## src/hw/rtl/mr_pkg.sv

```systemverilog
// Package: shared constants and types for the Miller-Rabin primality tester.
`timescale 1ns / 1ps
`default_nettype none
package mr_pkg;
  localparam int Width = 64;
  localparam int BaseCount = 12;
  localparam int BaseIdxW = 4;
  localparam int BitIdxW = 6;

  typedef logic [Width-1:0] word_t;

  function automatic logic [5:0] base_value(input logic [BaseIdxW-1:0] idx);
    logic [5:0] v;
    case (idx)
      4'd0: v = 6'd2;
      4'd1: v = 6'd3;
      4'd2: v = 6'd5;
      4'd3: v = 6'd7;
      4'd4: v = 6'd11;
      4'd5: v = 6'd13;
      4'd6: v = 6'd17;
      4'd7: v = 6'd19;
      4'd8: v = 6'd23;
      4'd9: v = 6'd29;
      4'd10: v = 6'd31;
      4'd11: v = 6'd37;
      default: v = 6'd2;
    endcase
    return v;
  endfunction

  typedef struct packed {
    logic start;
    word_t x;
    word_t y;
  } mm_req_t;

  typedef struct packed {
    logic done;
    word_t r;
  } mm_rsp_t;
endpackage
`default_nettype wire

```

## src/hw/rtl/mr_mulmod.sv

```systemverilog
// Module: bit-serial modular multiplier, one double-and-add step per cycle.
`timescale 1ns / 1ps
`default_nettype none
module mr_mulmod
  import mr_pkg::*;
(
  input  wire logic    clk,
  input  wire logic    rst,
  input  wire word_t   modulus,
  input  wire mm_req_t req,
  output mm_rsp_t      rsp
);
  word_t r;
  word_t x;
  word_t y;
  logic [BitIdxW-1:0] cnt;
  logic busy;
  word_t r_dbl;
  word_t r_next;

  function automatic word_t add_mod(input word_t a, input word_t b, input word_t m);
    logic [Width:0] s;
    s = {1'b0, a} + {1'b0, b};
    if (s >= {1'b0, m}) s = s - {1'b0, m};
    return s[Width-1:0];
  endfunction

  always_comb begin
    r_dbl = add_mod(r, r, modulus);
    r_next = y[Width-1] ? add_mod(r_dbl, x, modulus) : r_dbl;
  end

  always_ff @(posedge clk) begin
    if (rst) begin
      busy <= 1'b0;
      rsp.done <= 1'b0;
    end else begin
      rsp.done <= 1'b0;
      if (req.start) begin
        busy <= 1'b1;
        r <= '0;
        x <= req.x;
        y <= req.y;
        cnt <= '0;
      end else if (busy) begin
        r <= r_next;
        y <= y << 1;
        cnt <= cnt + BitIdxW'(1);
        if (cnt == BitIdxW'(Width - 1)) begin
          busy <= 1'b0;
          rsp.done <= 1'b1;
          rsp.r <= r_next;
        end
      end
    end
  end

`ifndef SYNTHESIS
  a_no_restart: assert property (@(posedge clk) disable iff (rst) busy |-> !req.start)
    else $error("multiplier restarted while busy");
  a_done_idle: assert property (@(posedge clk) disable iff (rst) rsp.done |-> !busy)
    else $error("done while busy");
  a_done_after: assert property (@(posedge clk) disable iff (rst)
    rsp.done |-> $past(busy))
    else $error("done without work");
`endif
endmodule
`default_nettype wire

```

## src/hw/rtl/primality_test_64bit.sv

```systemverilog
// Top level: deterministic 64-bit Miller-Rabin primality tester.
`timescale 1ns / 1ps
`default_nettype none
// One number arrives per s_axis word; one is_prime word leaves per input. Each
// odd n > 3 runs twelve bases (2..37). A base above n is first brought below n
// by repeated subtraction. Per base, square-and-multiply walks all 64 exponent
// bits of d, followed by up to s-1 extra squarings; every modular product
// goes through the shared bit-serial multiplier (issue, load, one double-and-add
// step per bit, hand back). Since popcount(d) + s - 1 <= 63, a base needs at
// most 64 + 63 products. Even numbers and 1, 2, 3 go straight from idle to
// the output state.
// The block takes no new word until the result word has been accepted.
module primality_test_64bit
  import mr_pkg::*;
(
  input  wire logic        clk,
  input  wire logic        rst,
  input  wire logic        s_axis_tvalid,
  output logic             s_axis_tready,
  input  wire logic [63:0] s_axis_tdata,   // [63:0] number
  output logic             m_axis_tvalid,
  input  wire logic        m_axis_tready,
  output logic [7:0]       m_axis_tdata    // [0] is_prime, [7:1] zero
);
  typedef enum logic [3:0] {
    S_IDLE, S_SPLIT, S_BASE, S_REDUCE, S_EXP, S_MUL_R, S_SQR_X, S_CHECK, S_SQ,
    S_SQ_WAIT, S_OUT
  } state_t;

  state_t state;
  word_t n, d, e, rr, xx;
  logic [BitIdxW:0] s_cnt, j;
  logic [BaseIdxW-1:0] bidx;
  logic [BitIdxW:0] ecnt;
  logic result;
  mm_req_t req;
  mm_rsp_t rsp;
  word_t a;
  word_t nm1;

  mr_mulmod u_mm (.clk(clk), .rst(rst), .modulus(n), .req(req), .rsp(rsp));

  assign a = word_t'(base_value(bidx));
  assign nm1 = n - word_t'(1);
  assign s_axis_tready = (state == S_IDLE);
  assign m_axis_tvalid = (state == S_OUT);
  assign m_axis_tdata = {7'd0, result};

  always_ff @(posedge clk) begin
    if (rst) begin
      state <= S_IDLE;
      req.start <= 1'b0;
    end else begin
      req.start <= 1'b0;
      case (state)
        S_IDLE: begin
          if (s_axis_tvalid) begin
            n <= s_axis_tdata;
            if (s_axis_tdata == 64'd2 || s_axis_tdata == 64'd3 || s_axis_tdata == 64'd1) begin
              result <= 1'b1; state <= S_OUT;
            end else if (!s_axis_tdata[0]) begin
              result <= 1'b0; state <= S_OUT;
            end else begin
              d <= s_axis_tdata - 64'd1; s_cnt <= '0; bidx <= '0; state <= S_SPLIT;
            end
          end
        end
        S_SPLIT: begin
          // strip factors of two from n-1, one per cycle
          if (d[0]) state <= S_BASE;
          else begin d <= d >> 1; s_cnt <= s_cnt + (BitIdxW+1)'(1); end
        end
        S_BASE: begin
          if (a == n) begin
            // bases are prime, so a base is a multiple of odd n > 1 only when equal
            if (bidx == BaseIdxW'(BaseCount - 1)) begin result <= 1'b1; state <= S_OUT; end
            else bidx <= bidx + BaseIdxW'(1);
          end else begin
            rr <= word_t'(1); e <= d; ecnt <= '0;
            xx <= a;
            state <= S_REDUCE;
          end
        end
        S_REDUCE: begin
          // small odd n: bring the base below n by subtraction
          if (xx >= n) xx <= xx - n;
          else state <= S_EXP;
        end
        S_EXP: begin
          if (ecnt == (BitIdxW+1)'(Width)) begin
            j <= (BitIdxW+1)'(1); state <= S_CHECK;
          end else if (e[0]) begin
            req.start <= 1'b1; req.x <= rr; req.y <= xx; state <= S_MUL_R;
          end else begin
            req.start <= 1'b1; req.x <= xx; req.y <= xx; state <= S_SQR_X;
          end
        end
        S_MUL_R: if (rsp.done) begin
          rr <= rsp.r; req.start <= 1'b1; req.x <= xx; req.y <= xx; state <= S_SQR_X;
        end
        S_SQR_X: if (rsp.done) begin
          xx <= rsp.r; e <= e >> 1; ecnt <= ecnt + (BitIdxW+1)'(1); state <= S_EXP;
        end
        S_CHECK: begin
          if (rr == word_t'(1) || rr == nm1) begin
            if (bidx == BaseIdxW'(BaseCount - 1)) begin result <= 1'b1; state <= S_OUT; end
            else begin bidx <= bidx + BaseIdxW'(1); state <= S_BASE; end
          end else begin
            j <= (BitIdxW+1)'(1); state <= S_SQ;
          end
        end
        S_SQ: begin
          if (j >= s_cnt) begin result <= 1'b0; state <= S_OUT; end
          else begin req.start <= 1'b1; req.x <= rr; req.y <= rr; state <= S_SQ_WAIT; end
        end
        S_SQ_WAIT: if (rsp.done) begin
          rr <= rsp.r; j <= j + (BitIdxW+1)'(1);
          if (rsp.r == nm1) begin
            if (bidx == BaseIdxW'(BaseCount - 1)) begin result <= 1'b1; state <= S_OUT; end
            else begin bidx <= bidx + BaseIdxW'(1); state <= S_BASE; end
          end else state <= S_SQ;
        end
        S_OUT: if (m_axis_tready) state <= S_IDLE;
        default: state <= S_IDLE;
      endcase
    end
  end

`ifndef SYNTHESIS
  a_ready_out: assert property (@(posedge clk) disable iff (rst)
    !(s_axis_tready && m_axis_tvalid)) else $error("ready during output");
  a_even_comp: assert property (@(posedge clk) disable iff (rst)
    (s_axis_tready && s_axis_tvalid && !s_axis_tdata[0] && s_axis_tdata != 64'd2)
    |=> (m_axis_tvalid && m_axis_tdata[0] == 1'b0)) else $error("even not composite");
  a_hold: assert property (@(posedge clk) disable iff (rst)
    (m_axis_tvalid && !m_axis_tready) |=> m_axis_tvalid) else $error("result dropped");
`endif
endmodule
`default_nettype wire

```

## config.mk

```make
export PLATFORM = sky130hd
export DESIGN_NAME = primality_test_64bit
export DESIGN_NICKNAME = d
export VERILOG_FILES = /design/src/hw/rtl/mr_pkg.sv /design/src/hw/rtl/mr_mulmod.sv /design/src/hw/rtl/primality_test_64bit.sv
export SDC_FILE = /design/constraint.sdc
export NUM_CORES = 2
export LEC_CHECK = 0
export ABC_CLOCK_PERIOD_IN_PS = 12310
export BUFFER_PORTS_ARGS = -buffer_cell sky130_fd_sc_hd__buf_2
export CAP_MARGIN = 5
export CELL_PAD_IN_SITES_DETAIL_PLACEMENT = 1
export CELL_PAD_IN_SITES_GLOBAL_PLACEMENT = 1
export CORE_MARGIN = 2
export CORE_UTILIZATION = 45
export DETAILED_ROUTE_END_ITERATION = 16
export PLACE_DENSITY_LB_ADDON = 0.1
export SETUP_SLACK_MARGIN = 0.02
export SLEW_MARGIN = 10
export SYNTH_ARGS = -nofsm -noshare
export SYNTH_HDL_FRONTEND = slang
export SYNTH_SLANG_ARGS = --single-unit
```

## constraint.sdc

```tcl
create_clock -name clk -period 12.31 [get_ports clk]
set_clock_uncertainty 0.15 [all_clocks]
set_input_delay 0.6155 -clock clk [delete_from_list [all_inputs] [get_ports clk]]
set_output_delay 0.6155 -clock clk [all_outputs]
set_load 0.005 [all_outputs]
```

---- After elaboration in Yosys (flattened, before gate mapping) ----
Memory sizes are Yosys's and may differ from the RTL's. A register that Yosys moved wholly into a read port is not among the register bits.
Index checks and enable logic that the tools add are counted.
word-level totals
  memories ................................ 1
  bits in read-only memories .............. 96
  word-level logic and storage cells ...... 194
  register bits after elaboration ......... 743
  input port bits ......................... 68
operators by class
  order comparisons ....................... 4
  reduce and logical (&&, ||, !) cells .... 29
  bitwise logic cells ..................... 3
  add/subtract/negate cells ............... 12
  eq/ne operators ......................... 43
  mux-type cells .......................... 80
memory list
  name              depth  bits a word  rd ports  clocked after memory_dff  write ports  RTL line      text
  (name not given)  16     6            1         1                         0            mr_pkg.sv:14  case (idx)
operators with widths
  operator                 number
  $mux W64                 16
  $mux W129                3
  $pmux W129 S3            1
  $pmux W64 S2             3
  $pmux W64 S3             1
  $sub A64 B64 Y64         3
  $add A64 B64 Y65         2
  $ge A65 B64 Y1           2
  $eq A64 B1 Y1 const B    2
  $eq A64 B2 Y1 const B    2
  $eq A64 B64 Y1           2
  $mux W128                1
  $sub A64 B1 Y64 const B  2
  $mux W4                  23
  $mux W65                 1
  $eq A6 B64 Y1            1
  $ge A64 B64 Y1           1
  $mux W7                  9
  $pmux W4 S11             1
  $ne A2 B2 Y1 const B     15
  $pmux W7 S2              2
  $add A7 B1 Y7 const B    3
  $pmux W7 S3              1
  $reduce_and A5 Y1        4
  32 further kinds         70

---- Logic depth before layout (Yosys ltp) ----
  word-level depth ........................ 8
  mapped depth ............................ 47
  mapped depth without buffers ............ 40

---- Modules after synthesis ----
Synthesis repeated with hierarchy kept, for this count alone.
unflattened totals
  cell total of the unflattened synthesis .. 5580
  area, all modules ....................... 53686.5 um^2
by module, submodules not included
  module                area an instance (um^2)  times used  cells each
  primality_test_64bit  29563.4                  1           2892
  mr_mulmod             24123.1                  1           2688

---- Least setup slack after synthesis ----
OpenSTA, ideal clock, no wires.
  path type ............................... register to register
  start ................................... reg n[5]
  end ..................................... reg u_mm.r[63] (data pin)
  clock period less this slack ............ 9.336 ns
  path buffers ............................ 5
  cell stages (with the launch flop) ...... 45
  slack ................................... 2.974 ns
  data required time ...................... 11.905 ns
  data arrival time ....................... 8.931 ns
  library setup time ...................... 0.255 ns
  cell sequence ........................... edfxtp_1 clkbuf_1 inv_1 ha_1 nand3_1 o211ai_1 o21bai_1 a21oi_1 a2111oi_0 nand3b_1 a2111oi_0 nor2_1 clkbuf_1 clkbuf_1 clkbuf_1 nor2_1 ha_1 inv_1 [... 9 more ...] a21oi_1 o21ba_2 xnor2_1 ha_1 a21o_1 a21o_1 a21o_1 a211oi_1 o21ai_0 a311oi_1 nor2_1 a211oi_1 o21ai_1 inv_1 clkbuf_1 nand2_1 o2111a_1 and2_1
on the way
  word-level cells in the longest chain between the ends .. 7
ends and longest elaborated chain
  element                                             RTL line                    text
  from (decl)                                         primality_test_64bit.sv:31  word_t n, d, e, rr, xx;
  from (signal assigned)                              primality_test_64bit.sv:58  n <= s_axis_tdata;
  $sub A64 B64 Y64 or $ge A65 B64 Y1 (tied branches)  mr_mulmod.sv:24             if (s >= {1'b0, m}) s = s - {1'b0, m};
  $mux W64                                            mr_mulmod.sv:24
  $add A64 B64 Y65                                    mr_mulmod.sv:23             s = {1'b0, a} + {1'b0, b};
  $sub A64 B64 Y64 or $ge A65 B64 Y1 (tied branches)  mr_mulmod.sv:24
  $mux W64                                            mr_mulmod.sv:24
  $mux W64 (*)                                        mr_mulmod.sv:30             r_next = y[Width-1] ? add_mod(r_dbl, x, modulus) : r_dbl;
  net u_mm.r_next[63]                                 mr_mulmod.sv:19             word_t r_next;
  $mux W64 (*)                                        mr_mulmod.sv:45             end else if (busy) begin
  to (signal assigned)                                mr_mulmod.sv:46             r <= r_next;
  to (decl)                                           mr_mulmod.sv:13             word_t r;
Mark *: on every way through the listed nets, which the timed path passes. The rest lies on a longest branch. The select of a mux whose other input is x is not followed.
A chain may end at the register's enable or synchronous reset.

---- Worst setup path in the final report ----
  start ................................... reg n[7]
  end ..................................... reg u_mm.r[61] (data pin)
Same word-level chain as after synthesis.

==> qor.txt <==
==================================================================================
Starting density of the core                                                0.4534
Final Slew Violations                                                            0
Maximum clock insertion buffer count                                             3
Core Box Area                                                           0.1162 mm²
Setup Crit Path Kind                                                       reg2reg
Count of yosys warnings during synthesis                                         0
Worst setup EP type                                                       register
Final weighted congestion of routability-driven global placement             1.045
Gr usage total                                                              0.3690
Overall die area                                                        0.1198 mm²
Hold Crit Class                                                             in2reg
Final Hold Viols                                                                 0
DRC violations left                                                              0
Average detailed-routed wire length per instance                          31.45 µm
Critical hold path startpoint                                         s_axis_tdata[43]
Hold_ws                                                                 0.03920 ns
Number of cells on the worst hold path                                           1
Unrepaired setup endpoints after global routing                              false
Worst-path clk slew                                                        0.06 ns
EDFF count, synth                                                              736
Achievable Freq                                                        0.08621 GHz
Post-synth top flop                                                   sky130_fd_sc_hd__edfxtp_1
Number of antenna violations at the first check in global routing               11
Layout cell share with drive strength beyond 1                              0.1053
# port buffers                                                                  70
Die height                                                                346.2 µm
Via count of the first global-routing pass                                   46650
Cell Count, Final, Fillers Out                                                7164
Leading area contributor after synthesis                              sky130_fd_sc_hd__edfxtp_1
Insertion delay of the later-clocked pin in the worst-skew pair            0.69 ns
Utilization after layout                                                    0.5044
Routed via count                                                             46860
X dimension of the die                                                    346.2 µm
First-pass GRT wire length                                               326700 µm
Hold path endpoint                                                           n[43]
Tightest slew margin relative to the limit                                  0.1024
Placed instance count                                                         6991
# clock sinks                                                                  749
Max capacitance violation total                                                  0
Setup Total Neg Slack                                                         0 ns
Setup crit start kind                                                     register
Detailed Routing Iterations Pass 1                                               5
VDD IR-drop max                                                          0.1830 mV
Number of setup violations in the final report                                   0
Master of the slowest instance on the critical path                   sky130_fd_sc_hd__a2111oi_4
Area of the mapped netlist                                             0.05268 mm²
Critical-path maximum fanout                                                    20
Data required, critical path                                              12.70 ns
Part of the cycle the worst path needs                                      0.9423
Peak per-stage delay on the critical path                                  0.75 ns
CTS tree                                                                      done
Worst setup margin                                                       0.7108 ns
Post-synthesis average cell area                                         9.617 µm²
Proportion of synthesized chip area in sequential cells                     0.4245
Detail-routed via count per cell                                             6.541
Leakage power                                                             21.76 nW
Netlist cell types                                                             105
Minimum setup slack among reg-to-reg paths                                 0.71 ns
Most repeated library cell on the critical path                       sky130_fd_sc_hd__buf_4
Signed area change from the synthesized netlist to the final layout         11.27%
Number of nets at the end of the flow                                         5917
Global route total overflow                                                      0
Initial DRC count                                                             5167
Placement Setup Slack                                                    0.1706 ns
Cell Pwr Density                                                      272.7 mW/mm²
Crit path launch                                                              n[7]
RR Endpoint                                                             u_mm.r[61]
Antenna viol nets, final                                                         0
Data arrival time of the worst path                                       11.98 ns
Worst-Margin Slew                                                         1.334 ns
Number of top-level pins                                                        78
Share of synthesized flip-flops with an asynchronous set or reset                0
Reg2reg path depth                                                              39
Post-detailed-placement half-perimeter wirelength                        176100 µm
Antenna fix cells                                                                0
Drt total wl                                                             225300 µm
Largest net degree at the start of global routing                              129
Reg-to-reg startpoint                                                         n[7]
Number of levels in the clock H-tree                                             3
Gate count of the mapped netlist                                              5478
Buffer cell driving the clock tree root                               sky130_fd_sc_hd__clkbuf_16
Number of register bits inferred by synthesis                                  749
Run status                                                            finished clean
Placement Rows                                                                 125
Clock buffer count from CTS                                                     87
Period minus WS final                                                     11.60 ns
Synth area leaders                                                    sky130_fd_sc_hd__edfxtp_1 (42%), sky130_fd_sc_hd__ha_1 (6.6%), sky130_fd_sc_hd__xnor2_1 (5.2%)
Fraction of post-synthesis cell area in the top cell type by area           0.4195
==================================================================================
## power breakdown
group	internal (mW)	switching, mW	leakage (nW)	total [mW]
clock network	1.57	1.15	1.43	2.72
logic	3.59	5.81	13.5	9.40
registers	3.51	0.369	6.85	3.88
## layout make-up
| class | instances | area, µm² |
|---|---|---|
| fill | 13000 | 57590 |
| timing repair buffer | 299 | 2165 |
| clock inverter | 57 | 643.1 |
| multi-input combinational | 4227 | 28490 |
| sequential | 749 | 22370 |
| inverter | 203 | 762.0 |
| clock buffer | 105 | 2286 |
| tap | 1524 | 1907 |
## routing by layer
layer,vias to the layer above,share of wire,track usage,wire length (µm)
met5,-,0,0,0
met4,0,0.047,0.1514,10510
met1,23650,0.43,0.5287,97890
met3,419,0.088,0.05844,19830
li1,20640,-,-,-
met2,2162,0.43,0.5550,97100
## worst max-delay path: cells and delay by family, from the launching register on
kind,cells,cell delay [ns]
AO/OA/AOI/OAI,16,4.56
AND/OR/NAND/NOR,12,2.91
buffers and inverters,7,1.49
adder cells (fa/ha/maj),3,1.45
flip-flops,1,0.64
XOR/XNOR,1,0.19
## cells in the final DEF, fill, tap and decap left out, drive strengths merged, types with 18 or more instances in the layout
cell     netlist  final
inv          203    210
nand3        124    124
nor3         115    115
mux2i         38     38
o22ai         20     20
nand4        111    111
edfxtp       736    736
buf           48    291
and2          81     81
or4           25     25
o21a          19     19
mux2          74     74
o31ai         21     21
nand3b        23     23
a21o         158    158
clkinv         0     37
xor2         141    141
a211oi        41     41
or3           34     34
a2111oi       18     18
nor4          98     98
o211ai        32     32
and3          46     46
nand2b        45     45
ha           278    278
o21ai        303    303
nor2         327    328
xnor2        312    312
o21bai        67     67
a31oi         66     66
a21oi        477    477
a22o         136    136
clkbuf       256    105
nand2        611    611
a221o         18     18
nor2b        101    101
## cell usage after synthesis, types with 45 or more instances
library cell / n
sky130_fd_sc_hd__edfxtp_1: 736
sky130_fd_sc_hd__nand2_1: 610
sky130_fd_sc_hd__a21oi_1: 477
sky130_fd_sc_hd__nor2_1: 326
sky130_fd_sc_hd__xnor2_1: 312
sky130_fd_sc_hd__o21ai_0: 300
sky130_fd_sc_hd__ha_1: 278
sky130_fd_sc_hd__clkbuf_1: 248
sky130_fd_sc_hd__inv_1: 202
sky130_fd_sc_hd__a21o_1: 158
sky130_fd_sc_hd__xor2_1: 141
sky130_fd_sc_hd__a22o_1: 136
sky130_fd_sc_hd__nand3_1: 123
sky130_fd_sc_hd__nand4_1: 108
sky130_fd_sc_hd__nor3_1: 107
sky130_fd_sc_hd__nor2b_1: 101
sky130_fd_sc_hd__nor4_1: 83
sky130_fd_sc_hd__and2_1: 81
sky130_fd_sc_hd__mux2_2: 73
sky130_fd_sc_hd__o21bai_1: 67
sky130_fd_sc_hd__a31oi_1: 66
sky130_fd_sc_hd__and3_1: 46
sky130_fd_sc_hd__nand2b_1: 45
## worst max-delay path by stage
stage	end	slack [ns]	depth (start not counted)
2_1_floorplan	u_mm.r[63]	2.97	44
3_3_place_gp	u_mm.r[51]	0.26	41
6_report	u_mm.r[61]	0.71	39
5_1_grt	u_mm.r[61]	0.21	39
3_5_place_dp	u_mm.r[61]	0.17	40
4_1_cts	u_mm.r[27]	0.07	41
## registers in the layout, summed over array words and instances, names as in the netlist
name,flops
req,129
u_mm.rsp,65
d,64
e,64
n,64
rr,64
u_mm.r,64
u_mm.x,64
u_mm.y,64
xx,64
ecnt,7
j,7
s_cnt,7
a,6
u_mm.cnt,6
bidx,4
state,4
result,1
u_mm.busy,1
## timing repair
item | 4_1_cts | 5_1_grt
hold buffers | 8 | 0
endpoints found under the hold margin | 8 | 0
setup buffers | 0 | 2
gates resized for setup | 0 | 7
setup endpoints to repair | 0 | 128
## logic make-up (layout without fill, tap and decap cells)
kind of cell / after synthesis / count (layout) / synth area share
adder cells (fa/ha/maj): 282 / 282 / 0.06754
XOR/XNOR: 466 / 466 / 0.08087
AO/OA/AOI/OAI: 1551 / 1551 / 0.1916
flip-flops: 749 / 749 / 0.4245
other: 1 / 7 / 0.00007118
AND/OR/NAND/NOR: 1808 / 1809 / 0.1725
multiplexers: 112 / 112 / 0.02311
buffers and inverters: 509 / 664 / 0.03985
## per-stage QoR
stage,power [mW],area (µm²)
2_1_floorplan,9.781,52710
3_3_place_gp,12.84,55550
3_5_place_dp,13.00,55550
4_1_cts,15.79,58560
5_1_grt,16.86,58620
6_report,15.99,58620
Note: power is estimated with default switching activity, not from simulation.
